[config.mk]
export PLATFORM = sky130hd
export DESIGN_NAME = phase_current_offset_calibrator_flat
export DESIGN_NICKNAME = d
export VERILOG_FILES = /design/src/rtl/core/pcoc_pkg.sv /design/src/rtl/core/pcoc_if.sv /design/src/rtl/core/phase_current_offset_calibrator.sv /design/src/rtl/core/pcoc_ctrl.sv /design/src/rtl/core/pcoc_lane.sv /design/src/rtl/core/pcoc_merge.sv /design/src/flat_wrapper.sv
export SDC_FILE = /design/constraint.sdc
export NUM_CORES = 2
export LEC_CHECK = 0
export BUFFER_PORTS_ARGS = -buffer_cell sky130_fd_sc_hd__buf_2
export CAP_MARGIN = 10
export CORE_MARGIN = 10
export CORE_UTILIZATION = 60
export DETAILED_ROUTE_END_ITERATION = 12
export PLACE_DENSITY_LB_ADDON = 0.08
export SYNTH_ARGS = -nofsm -noshare
export SYNTH_HDL_FRONTEND = slang
export SYNTH_HIERARCHICAL = 1
export SYNTH_SLANG_ARGS = --single-unit
export TNS_END_PERCENT = 100
[constraint.sdc]
create_clock -name clk -period 10.63 [get_ports clk]
set_clock_uncertainty 0.15 [all_clocks]
set_input_delay 2.126 -clock clk [delete_from_list [all_inputs] [get_ports clk]]
set_output_delay 2.126 -clock clk [all_outputs]
set_load 0.005 [all_outputs]
[src/rtl/core/pcoc_pkg.sv]
// ----------------------------------------------------------------------------
// pcoc_pkg
// Shared widths and types for the phase current offset calibrator.
// ----------------------------------------------------------------------------
package pcoc_pkg;

  localparam int IN_W     = 12;
  localparam int OUT_W    = 36;
  localparam int GAIN_W   = 24;
  localparam int PHASES   = 3;

  typedef logic [IN_W-1:0]   sample_t;
  typedef logic [OUT_W-1:0]  current_t;
  typedef logic [GAIN_W-1:0] gain_t;

  // control from the sequencer to each lane
  typedef struct packed {
    logic acc;   // calibrating word accepted: accumulate
    logic fin;   // word that completes the count: load rounding numerator
    logic step;  // offset load from the numerator
    logic done;  // offsets valid for the word now accepted
  } pcoc_ctrl_t;

  // merged result word
  typedef struct packed {
    current_t current_u;
    current_t current_v;
    current_t current_w;
    logic     calibrated;
  } pcoc_word_t;

endpackage

[src/rtl/core/pcoc_if.sv]
// ----------------------------------------------------------------------------
// pcoc_if
// Valid/ready channels for the sample and current words.
// ----------------------------------------------------------------------------
interface pcoc_in_if;
  logic              valid;
  logic              ready;
  pcoc_pkg::sample_t sample_u;
  pcoc_pkg::sample_t sample_v;
  pcoc_pkg::sample_t sample_w;

  modport source (output valid, output sample_u, output sample_v, output sample_w,
                  input ready);
  modport sink   (input valid, input sample_u, input sample_v, input sample_w,
                  output ready);
endinterface

interface pcoc_out_if;
  logic               valid;
  logic               ready;
  pcoc_pkg::current_t current_u;
  pcoc_pkg::current_t current_v;
  pcoc_pkg::current_t current_w;
  logic               calibrated;

  modport source (output valid, output current_u, output current_v, output current_w,
                  output calibrated, input ready);
  modport sink   (input valid, input current_u, input current_v, input current_w,
                  input calibrated, output ready);
endinterface

[src/rtl/core/phase_current_offset_calibrator.sv]
// ----------------------------------------------------------------------------
// phase_current_offset_calibrator
// Zero-offset calibration and scaling of three phase current samples.
// ----------------------------------------------------------------------------
// in_ch carries one word of three raw ADC samples (U, V, W); out_ch returns
// one word per input: three Q.16 currents and the calibrated flag.
// cfg_we/cfg_wdata write gain_r (unsigned Q8.16), taking effect on the
// next word; it never restarts calibration.
// After reset the first CAL_SAMPLES words are summed per phase and answered
// with zero currents; the word completing the count carries calibrated = 1.
// In the cycle after that word each lane forms its rounded mean by a
// constant reciprocal multiply; in_ch.ready is low for that one cycle, once
// per reset.
// Otherwise one word per cycle while out_ch takes them; results are
// registered. The output register has a skid stage, so a second word is
// taken while the receiver stalls; in_ch.ready drops once both are full.
// Reset is synchronous, active low, and clears sums, offsets, gain and flags.
// ----------------------------------------------------------------------------
module phase_current_offset_calibrator #(
  parameter int CAL_SAMPLES = 100,
  parameter int SAMPLE_BITS = 12
) (
  input  logic              clk,
  input  logic              rst_n,
  pcoc_in_if.sink           in_ch,
  pcoc_out_if.source        out_ch,
  input  logic              cfg_we,
  input  pcoc_pkg::gain_t   cfg_wdata
);

  pcoc_pkg::gain_t      gain_r;
  pcoc_pkg::pcoc_ctrl_t ctl;
  pcoc_pkg::current_t   lane_cur [pcoc_pkg::PHASES];
  pcoc_pkg::sample_t    lane_smp [pcoc_pkg::PHASES];
  logic                 merge_ready, in_ready, accept, calibrated;

  always_ff @(posedge clk) begin
    if (!rst_n) begin
      gain_r <= '0;
    end else if (cfg_we) begin
      gain_r <= cfg_wdata;
    end
  end

  assign in_ch.ready = in_ready;
  assign lane_smp[0] = in_ch.sample_u;
  assign lane_smp[1] = in_ch.sample_v;
  assign lane_smp[2] = in_ch.sample_w;

  pcoc_ctrl #(
    .CAL_SAMPLES (CAL_SAMPLES)
  ) u_ctrl (
    .clk         (clk),
    .rst_n       (rst_n),
    .in_valid    (in_ch.valid),
    .merge_ready (merge_ready),
    .in_ready    (in_ready),
    .accept      (accept),
    .calibrated  (calibrated),
    .ctl         (ctl)
  );

  for (genvar p = 0; p < pcoc_pkg::PHASES; p++) begin : g_lane
    pcoc_lane #(
      .CAL_SAMPLES (CAL_SAMPLES),
      .SAMPLE_BITS (SAMPLE_BITS)
    ) u_lane (
      .clk     (clk),
      .rst_n   (rst_n),
      .ctl     (ctl),
      .sample  (lane_smp[p]),
      .gain    (gain_r),
      .current (lane_cur[p])
    );
  end

  pcoc_merge u_merge (
    .clk        (clk),
    .rst_n      (rst_n),
    .up_valid   (accept),
    .up_ready   (merge_ready),
    .lane_cur   (lane_cur),
    .calibrated (calibrated),
    .dn         (out_ch)
  );

endmodule

[src/rtl/core/pcoc_ctrl.sv]
// ----------------------------------------------------------------------------
// pcoc_ctrl
// Calibration sequencer: sample count, calibrated flag and offset load.
// ----------------------------------------------------------------------------
module pcoc_ctrl #(
  parameter int CAL_SAMPLES = 100
) (
  input  logic                clk,
  input  logic                rst_n,
  input  logic                in_valid,
  input  logic                merge_ready,
  output logic                in_ready,
  output logic                accept,
  output logic                calibrated,
  output pcoc_pkg::pcoc_ctrl_t ctl
);

  localparam int CW    = $clog2(CAL_SAMPLES + 1);

  logic [CW-1:0] count_r, count_nxt;
  logic          done_r, done_nxt;
  logic          busy_r, busy_nxt;
  logic          last;

  assign in_ready   = merge_ready && !busy_r;
  assign accept     = in_valid && in_ready;
  assign last       = (count_r + CW'(1)) == CW'(CAL_SAMPLES);
  assign calibrated = done_r || ctl.fin;

  always_comb begin
    ctl.acc  = accept && !done_r;
    ctl.fin  = accept && !done_r && last;
    ctl.step = busy_r;
    ctl.done = done_r;
  end

  always_comb begin
    count_nxt = count_r;
    done_nxt  = done_r;
    busy_nxt  = 1'b0;
    if (ctl.acc) begin
      count_nxt = count_r + CW'(1);
    end
    if (ctl.fin) begin
      done_nxt = 1'b1;
      busy_nxt = 1'b1;
    end
  end

  always_ff @(posedge clk) begin
    if (!rst_n) begin
      count_r <= '0;
      done_r  <= 1'b0;
      busy_r  <= 1'b0;
    end else begin
      count_r <= count_nxt;
      done_r  <= done_nxt;
      busy_r  <= busy_nxt;
    end
  end

  a_busy_done: assert property (@(posedge clk) disable iff (!rst_n) busy_r |-> done_r)
    else $error("offset load before calibration complete");
  a_busy_block: assert property (@(posedge clk) disable iff (!rst_n) busy_r |-> !accept)
    else $error("word accepted while offsets are being loaded");
  a_fin_busy: assert property (@(posedge clk) disable iff (!rst_n) ctl.fin |=> busy_r)
    else $error("offset load not started on completing word");
  a_busy_once: assert property (@(posedge clk) disable iff (!rst_n) busy_r |=> !busy_r)
    else $error("offset load longer than one cycle");
  a_done_src: assert property (@(posedge clk) disable iff (!rst_n)
    $rose(done_r) |-> $past(accept))
    else $error("calibrated without an accepted word");

endmodule

[src/rtl/core/pcoc_lane.sv]
// ----------------------------------------------------------------------------
// pcoc_lane
// One phase: sample accumulator, rounded mean offset and scaled current.
// ----------------------------------------------------------------------------
module pcoc_lane #(
  parameter int CAL_SAMPLES = 100,
  parameter int SAMPLE_BITS = 12
) (
  input  logic                 clk,
  input  logic                 rst_n,
  input  pcoc_pkg::pcoc_ctrl_t ctl,
  input  pcoc_pkg::sample_t    sample,
  input  pcoc_pkg::gain_t      gain,
  output pcoc_pkg::current_t   current
);

  localparam int UB    = (SAMPLE_BITS < pcoc_pkg::IN_W) ? SAMPLE_BITS : pcoc_pkg::IN_W;
  localparam int SUM_W = UB + $clog2(CAL_SAMPLES + 1);
  localparam int XW    = SUM_W + 1;
  localparam int DW    = $clog2(2 * CAL_SAMPLES + 1);
  localparam int K     = XW + DW;
  // ceil(2^K / 2N): the product shifted down by K is the exact quotient
  localparam longint unsigned RECIP_V =
    ((64'd1 << K) + 64'(2 * CAL_SAMPLES) - 64'd1) / 64'(2 * CAL_SAMPLES);
  localparam int MW    = $clog2(RECIP_V + 64'd1);
  localparam int QW    = XW + MW;
  localparam int PW    = UB + pcoc_pkg::GAIN_W;
  localparam logic [MW-1:0] RECIP = MW'(RECIP_V);

  logic [SUM_W-1:0] sum_r, sum_nxt, sum_add;
  logic [XW-1:0]    num_r, num_nxt;
  logic [UB-1:0]    off_r, off_nxt;
  logic [QW-1:0]    quot;
  logic [UB-1:0]    s, diff;
  logic [PW-1:0]    prod;

  assign s       = sample[UB-1:0];
  assign sum_add = sum_r + SUM_W'(s);
  assign quot    = QW'(num_r) * QW'(RECIP);

  always_comb begin
    sum_nxt = sum_r;
    num_nxt = num_r;
    off_nxt = off_r;
    if (ctl.acc) begin
      sum_nxt = sum_add;
    end
    if (ctl.fin) begin
      // numerator 2*sum + N, divided by 2*N: mean rounded half up
      num_nxt = {sum_add, 1'b0} + XW'(CAL_SAMPLES);
    end
    if (ctl.step) begin
      off_nxt = quot[K +: UB];
    end
  end

  always_ff @(posedge clk) begin
    if (!rst_n) begin
      sum_r <= '0;
      num_r <= '0;
      off_r <= '0;
    end else begin
      sum_r <= sum_nxt;
      num_r <= num_nxt;
      off_r <= off_nxt;
    end
  end

  assign diff = s - off_r;
  assign prod = PW'(diff) * PW'(gain);

  always_comb begin
    if (ctl.done && (s > off_r)) begin
      current = pcoc_pkg::OUT_W'(prod);
    end else begin
      current = '0;
    end
  end

endmodule

[src/rtl/core/pcoc_merge.sv]
// ----------------------------------------------------------------------------
// pcoc_merge
// Gathers the lane currents into one word; output register with skid stage.
// ----------------------------------------------------------------------------
module pcoc_merge (
  input  logic                clk,
  input  logic                rst_n,
  input  logic                up_valid,
  output logic                up_ready,
  input  pcoc_pkg::current_t  lane_cur [pcoc_pkg::PHASES],
  input  logic                calibrated,
  pcoc_out_if.source          dn
);

  pcoc_pkg::pcoc_word_t word, out_r, out_nxt, skid_r, skid_nxt;
  logic out_valid_r, out_valid_nxt, skid_valid_r, skid_valid_nxt;
  logic pop;

  always_comb begin
    word.current_u  = lane_cur[0];
    word.current_v  = lane_cur[1];
    word.current_w  = lane_cur[2];
    word.calibrated = calibrated;
  end

  assign up_ready = !skid_valid_r;
  assign pop      = out_valid_r && dn.ready;

  always_comb begin
    out_nxt        = out_r;
    skid_nxt       = skid_r;
    out_valid_nxt  = out_valid_r;
    skid_valid_nxt = skid_valid_r;
    if (skid_valid_r) begin
      if (pop) begin
        out_nxt        = skid_r;
        skid_valid_nxt = 1'b0;
      end
    end else if (up_valid) begin
      if (!out_valid_r || pop) begin
        out_nxt       = word;
        out_valid_nxt = 1'b1;
      end else begin
        skid_nxt       = word;
        skid_valid_nxt = 1'b1;
      end
    end else if (pop) begin
      out_valid_nxt = 1'b0;
    end
  end

  always_ff @(posedge clk) begin
    if (!rst_n) begin
      out_valid_r  <= 1'b0;
      skid_valid_r <= 1'b0;
    end else begin
      out_valid_r  <= out_valid_nxt;
      skid_valid_r <= skid_valid_nxt;
    end
  end

  always_ff @(posedge clk) begin
    out_r  <= out_nxt;
    skid_r <= skid_nxt;
  end

  assign dn.valid      = out_valid_r;
  assign dn.current_u  = out_r.current_u;
  assign dn.current_v  = out_r.current_v;
  assign dn.current_w  = out_r.current_w;
  assign dn.calibrated = out_r.calibrated;

endmodule

[src/flat_wrapper.sv]
// flat-port wrapper written by rule: the top's interface ports become plain ports
module phase_current_offset_calibrator_flat 
#(
  parameter int CAL_SAMPLES = 100,
  parameter int SAMPLE_BITS = 12
)
  (clk, rst_n, cfg_we, cfg_wdata, in_ch_valid, in_ch_sample_u, in_ch_sample_v, in_ch_sample_w, in_ch_ready, out_ch_valid, out_ch_current_u, out_ch_current_v, out_ch_current_w, out_ch_calibrated, out_ch_ready);
  pcoc_in_if in_ch_i ();
  pcoc_out_if out_ch_i ();
  input  logic clk;
  input  logic rst_n;
  input  logic cfg_we;
  input  pcoc_pkg::gain_t cfg_wdata;
  input wire logic [$bits(in_ch_i.valid)-1:0] in_ch_valid;
  input wire logic [$bits(in_ch_i.sample_u)-1:0] in_ch_sample_u;
  input wire logic [$bits(in_ch_i.sample_v)-1:0] in_ch_sample_v;
  input wire logic [$bits(in_ch_i.sample_w)-1:0] in_ch_sample_w;
  output wire logic [$bits(in_ch_i.ready)-1:0] in_ch_ready;
  output wire logic [$bits(out_ch_i.valid)-1:0] out_ch_valid;
  output wire logic [$bits(out_ch_i.current_u)-1:0] out_ch_current_u;
  output wire logic [$bits(out_ch_i.current_v)-1:0] out_ch_current_v;
  output wire logic [$bits(out_ch_i.current_w)-1:0] out_ch_current_w;
  output wire logic [$bits(out_ch_i.calibrated)-1:0] out_ch_calibrated;
  input wire logic [$bits(out_ch_i.ready)-1:0] out_ch_ready;
  assign in_ch_i.valid = in_ch_valid;
  assign in_ch_i.sample_u = in_ch_sample_u;
  assign in_ch_i.sample_v = in_ch_sample_v;
  assign in_ch_i.sample_w = in_ch_sample_w;
  assign in_ch_ready = in_ch_i.ready;
  assign out_ch_valid = out_ch_i.valid;
  assign out_ch_current_u = out_ch_i.current_u;
  assign out_ch_current_v = out_ch_i.current_v;
  assign out_ch_current_w = out_ch_i.current_w;
  assign out_ch_calibrated = out_ch_i.calibrated;
  assign out_ch_i.ready = out_ch_ready;
  phase_current_offset_calibrator #(.CAL_SAMPLES(CAL_SAMPLES), .SAMPLE_BITS(SAMPLE_BITS)) u_core (.clk(clk), .rst_n(rst_n), .in_ch(in_ch_i), .out_ch(out_ch_i), .cfg_we(cfg_we), .cfg_wdata(cfg_wdata));
endmodule
Word-level counts from Yosys, hierarchy flattened

Cells that the tools add are included.

$lt $le $gt $ge: 3
Equal/unequal tests: 3
Bitwise gates (word level): 2
Add/sub/neg operators: 10
Mux-type cells: 15
$mul: 6
Reduce and logical (&&, ||, !) cells: 20

Operator list:

| operator                                                               | count |
|---|---|
| 109-bit two-way mux                                                    | 4 |
| 20-bit by 20-bit multiplier with 39-bit output (second input constant) | 3 |
| 12-bit by 24-bit multiplier with 36-bit output                         | 3 |
| 36-bit two-way mux                                                     | 3 |
| 20-bit by 7-bit adder with 20-bit output (second input constant)       | 3 |
| 19-bit by 12-bit adder with 19-bit output                              | 3 |
| 12-bit greater-than comparator                                         | 3 |
| 12-bit subtractor                                                      | 3 |
| 3-bit AND reduction                                                    | 3 |
| 1-bit logical AND                                                      | 8 |
| 1-bit two-way mux                                                      | 8 |
| 7-bit by 1-bit adder with 7-bit output (second input constant)         | 1 |
| 7-bit equality test (second input constant)                            | 1 |
| 2-bit nonzero test                                                     | 3 |
| 1-bit zero test                                                        | 4 |
| 1-bit logical OR                                                       | 2 |
| 2-bit by 1-bit != test with 1-bit output (second input constant)       | 1 |
| 2-bit != test (second input constant)                                  | 1 |
| 1-bit inverter                                                         | 2 |

Input port bits: 65
Register bits: 406
Output and inout bits: 111
Logic and storage cells: 82

Logic depth before layout (Yosys ltp)

Depth after elaboration: 9
Mapped depth: 34
Mapped depth without buffers: 33

Modules after synthesis

The synthesis kept the hierarchy.

Modules (own cells, without submodules):

| module                               | seq. area each (sq um) | times used | cells an instance | area an instance (sq um) |
|---|---|---|---|---|
| pcoc_lane at u_core.g_lane[2].u_lane | 1001.0                 | 1          | 2182              | 19616.3 |
| pcoc_lane at u_core.g_lane[1].u_lane | 1001.0                 | 1          | 2216              | 19608.8 |
| pcoc_lane at u_core.g_lane[0].u_lane | 1001.0                 | 1          | 2161              | 19451.2 |
| pcoc_merge                           | 6586.3                 | 1          | 354               | 8220.4 |
| phase_current_offset_calibrator      | 480.5                  | 1          | 77                | 929.6 |
| pcoc_ctrl                            | 180.2                  | 1          | 55                | 485.5 |

Least setup slack after synthesis

OpenSTA, ideal clock, no wires.

Kind: input to register
From: input port in_ch_sample_u[0]
To: register u_core.u_merge.out_r, in the netlist u_core/u_merge/dn.current_u[29] (data pin)
Required time: 10.220 ns
Buffers on the path: 2
Slack: 0.977 ns
Library setup time: 0.260 ns
Stages: 33
Arrival time: 9.243 ns
Path through: inv_1 > ha_1 > inv_1 > fa_1 > a21o_1 > a21oi_1 > o21ai_0 > a21oi_1 > o21ai_0 > a21oi_1 > o21bai_1 > xor2_1 > clkbuf_1 > and2_1 > fa_1 > fa_1 > fa_1 > fa_1 > inv_1 > fa_1 > inv_1 > ha_1 > clkbuf_1 > a21oi_1 > o21ai_0 > a21oi_1 > nand2_1 > or2_2 > a221o_1 > a211oi_1 > xor2_1 > nor2_1 > mux2_2

RTL lines:

| what                 | line               | text |
|---|---|---|
| start, declared      | flat_wrapper.sv:15 | `input wire logic [$bits(in_ch_i.sample_u)-1:0] in_ch_sample_u;` |
| end signal, assigned | pcoc_merge.sv:63   | `out_r <= out_nxt;` |
| end, declared        | pcoc_merge.sv:15   | `pcoc_pkg::pcoc_word_t word, out_r, out_nxt, skid_r, skid_nxt;` |

==> results.sh <==
export IMPL_ys_seq_area_frac=0.1500
export IMPL_setup_violations=0
export IMPL_floorplan_initialDensity=0.6056
export IMPL_holdWs_ps=310.3
export IMPL_insertion_delay_ps=640
export IMPL_dp_cells=8549
export IMPL_p_sw_frac=0.4373
export IMPL_coreArea_sq_um=112800
export IMPL_setup_tns_ps=0
export IMPL_crit_fanout=24
export IMPL_rsz0062_at_grt="false"
export IMPL_syn_inst=7045
export IMPL_post_route_util=0.6402
export IMPL_die_area_sq_um=127700
export IMPL_hold_buffers=0
export IMPL_routed_wl_mm=164.0
export IMPL_netlist_area_leader_share=0.3130
export IMPL_routedWlPerCell_um=18.99
export IMPL_grt_use_total=0.2629
export IMPL_critPathSlowestCell="fa_1"
export IMPL_grt_pass1_vias=50710
export IMPL_critical_path_buf_inv_count=6
export IMPL_syn_area_per_cell_sq_um=9.696
export IMPL_cts_made_buffers=49
export IMPL_outcome="completed"
export IMPL_dp_hpwl_mm=129.7
export IMPL_synthArstFlopShare=0
export IMPL_num_rows=123
export IMPL_antenna_found_initial=3
export IMPL_drt_first_pass_iters=6
export IMPL_worstSetupPathType="input pin to flip-flop"
export IMPL_multi_input_area_sq_um=51860
export IMPL_instances_no_fill=8639
export IMPL_post_cts_setup_buffer_count=0
export IMPL_vias_per_cell=5.646
export IMPL_power_frac_comb=0.559
export IMPL_startpoint_type="input pin"
export IMPL_cts_tree="done"
export IMPL_synth_common_cells="1378 x inv_1, 1068 x fa_1, 928 x ha_1"
export IMPL_cp_top_family="adder cells"
export IMPL_cap_violations=0
export IMPL_ys_seq_elements=403
export IMPL_drt_iter0_markers=2854
export IMPL_intPower_uw=4387
export IMPL_yosysMostFrequentCell="inv_1"
export IMPL_tightestPinTransition_ps=1200
export IMPL_clkPwrFrac=0.211
export IMPL_synth_mux_area_frac=0.03760
export IMPL_drv_slew=0
export IMPL_drive_gt1_frac=0.07719
export IMPL_max_clock_freq_mhz=100.3
export IMPL_fin_crit_ps=9969
export IMPL_clockBufferDepth=3
export IMPL_register_area_sq_um=10250
export IMPL_grt_start_max_net_pins=84
export IMPL_cp_arrival_ps=10180
export IMPL_synth_top_family_by_area="adder cells"
export IMPL_p_seq_frac=0.230
export IMPL_via_count=48780
export IMPL_synth_simple_area_share=0.1286
export IMPL_gr_total_overflow=0
export IMPL_synth_area_top_cells="fa_1 31%, ha_1 17%, edfxtp_1 9.6%"
export IMPL_areaGrowthSynthToFinish_pct=5.716
export IMPL_synth_cell_types=115
export IMPL_synth_xor_area_frac=0.02841
export IMPL_ir_drop_mv=0.1263
export IMPL_slew_limit_headroom=0.1986
export IMPL_cts_root_buffer="clkbuf_16"
export IMPL_htreeDepth=2
export IMPL_synth_nets=9106
export IMPL_yosysWarnings=6
export IMPL_synth_fa_ha_area_frac=0.4830
export IMPL_yosys_area_top_type="fa_1"
export IMPL_drc=0
export IMPL_cts_resized=0
export IMPL_die_w_um=357.4
export IMPL_worstPathRequired_ps=10840
export IMPL_cellLeakagePower_uw=0.03711
export IMPL_max_stage_delay_ps=560
export IMPL_fillCellCount=9467
export IMPL_portBuffers=175
export IMPL_hold_viol=0
export IMPL_crit_path_end_kind="flip-flop"
export IMPL_synth_edf_count=218
export IMPL_clock_sinks=403
export IMPL_netlist_area_sq_um=68310
export IMPL_final_nets=9161
export IMPL_fin_crit_sh=0.9379
export IMPL_switchingPower_uw=3409
export IMPL_grt_pass1_wl_mm=270.7
export IMPL_io_pins=176
export IMPL_fp_dieH_um=357.4
export IMPL_place_congestion=0.9324
export IMPL_synth_ff_type="edfxtp_1"
export IMPL_power_density_nw_per_um2=108.0
export IMPL_hold_class="flip-flop to flip-flop"
export IMPL_synth_compound_area_frac=0.07885
export IMPL_ant_nets=0
export IMPL_clkTransAtPathRegs_ps=60
## power groups by stage
stage          Sequential [uW]  Clock, uW  Combinational (uW)
2_1_floorplan             1820          0                3290
3_3_place_gp              1820          0                4290
3_5_place_dp              1820          0                4340
4_1_cts                   1790       1690                4370
5_1_grt                   1800       1750                4970
6_report                  1790       1650                4360
## cells in the final DEF (no fill, tap or decap), drive strengths merged, types with 17 or more instances in the layout
cell	count
nand3	76
a21oi	203
a211o	21
xor2	81
o21ai	136
nand3b	21
nand2	768
mux2i	98
o21a	39
a21o	93
nor3	59
clkbuf	63
nand4	45
a21boi	17
nor2	249
and3	29
buf	257
xnor2	135
o21bai	23
a31oi	28
mux2	122
or3	28
o31ai	26
nor2b	73
edfxtp	218
and2	235
ha	928
nand2b	117
inv	1383
o211ai	27
fa	1068
dfxtp	185
a211oi	62
## layer usage
metal | up-vias | share of wire | global-route usage
met5 | - | 0 | 0
met2 | 1242 | 0.47 | 0.4309
met4 | 0 | 0.029 | 0.07516
met1 | 24570 | 0.45 | 0.3690
li1 | 22720 | - | -
met3 | 246 | 0.055 | 0.02744
## kinds of logic (layout without fill, tap and decap cells)
kind of cell / count (synthesis) / in the layout
compound gates: 785 / 785
xor+xnor: 216 / 216
fa+ha+maj: 1996 / 1996
buf+inv: 1632 / 1725
flops: 403 / 403
mux: 220 / 220
other cells: 0 / 1
simple gates: 1793 / 1793
## area by class of cell
class,instances,area share
Inverter,1379,0.07168
Timing Repair Buffer,257,0.02081
Sequential cell,403,0.1420
Clock inverter,26,0.003119
Antenna cell,1,0.00003465
Clock buffer,63,0.01828
Multi-Input combinational cell,5010,0.7181
Tap cell,1500,0.02599
## worst reg2reg max path: cells and delay by family (launching register included)
family / cells / cell delay, ps
AOI/OAI and AO/OA: 14 / 3060
adders and majority gates: 7 / 3270
and+or+nand+nor: 4 / 1190
muxes: 1 / 280
DFF: 1 / 380
buffers and inverters: 3 / 230
## through the flow
| step | area (sq um) | setup WS, ps | power, uW |
|---|---|---|---|
| 2_1_floorplan | 68310 | 977.2 | 5114 |
| 4_1_cts | 72210 | 754.1 | 7851 |
| 3_5_place_dp | 70670 | 116.8 | 6165 |
| 3_3_place_gp | 70670 | 281.1 | 6107 |
| 6_report | 72220 | 660.5 | 7796 |
| 5_1_grt | 72210 | 64.57 | 8514 |
## sequential cells by signal, summed over array words and instances (netlist names), 7 cells and up
name and cells:
u_core/gain_r 24, u_core/u_merge/dn.current_w 36, u_core/u_ctrl/count_r 7, u_core/g_lane.u_lane/num_r 57, u_core/g_lane.u_lane/off_r 36, u_core/g_lane.u_lane/sum_r 57
u_core/u_merge/skid_r 109, u_core/u_merge/dn.current_u 36, u_core/u_merge/dn.current_v 36
## final timing paths
kind | from | slack [ps] | cells after the start | end
max | in_ch_sample_u[0] | 660 | 33 | u_core/u_merge/dn.current_u[32]
min | u_core/g_lane[0].u_lane/off_r[5] | 310 | 2 | u_core/g_lane[0].u_lane/off_r[5]
min reg2reg | u_core/g_lane[0].u_lane/off_r[5] | 310 | 2 | u_core/g_lane[0].u_lane/off_r[5]
max reg2reg | u_core/g_lane[0].u_lane/off_r[1] | 1860 | 29 | u_core/u_merge/dn.current_u[32]
No activity file was read; power rests on OpenSTA's default activity.
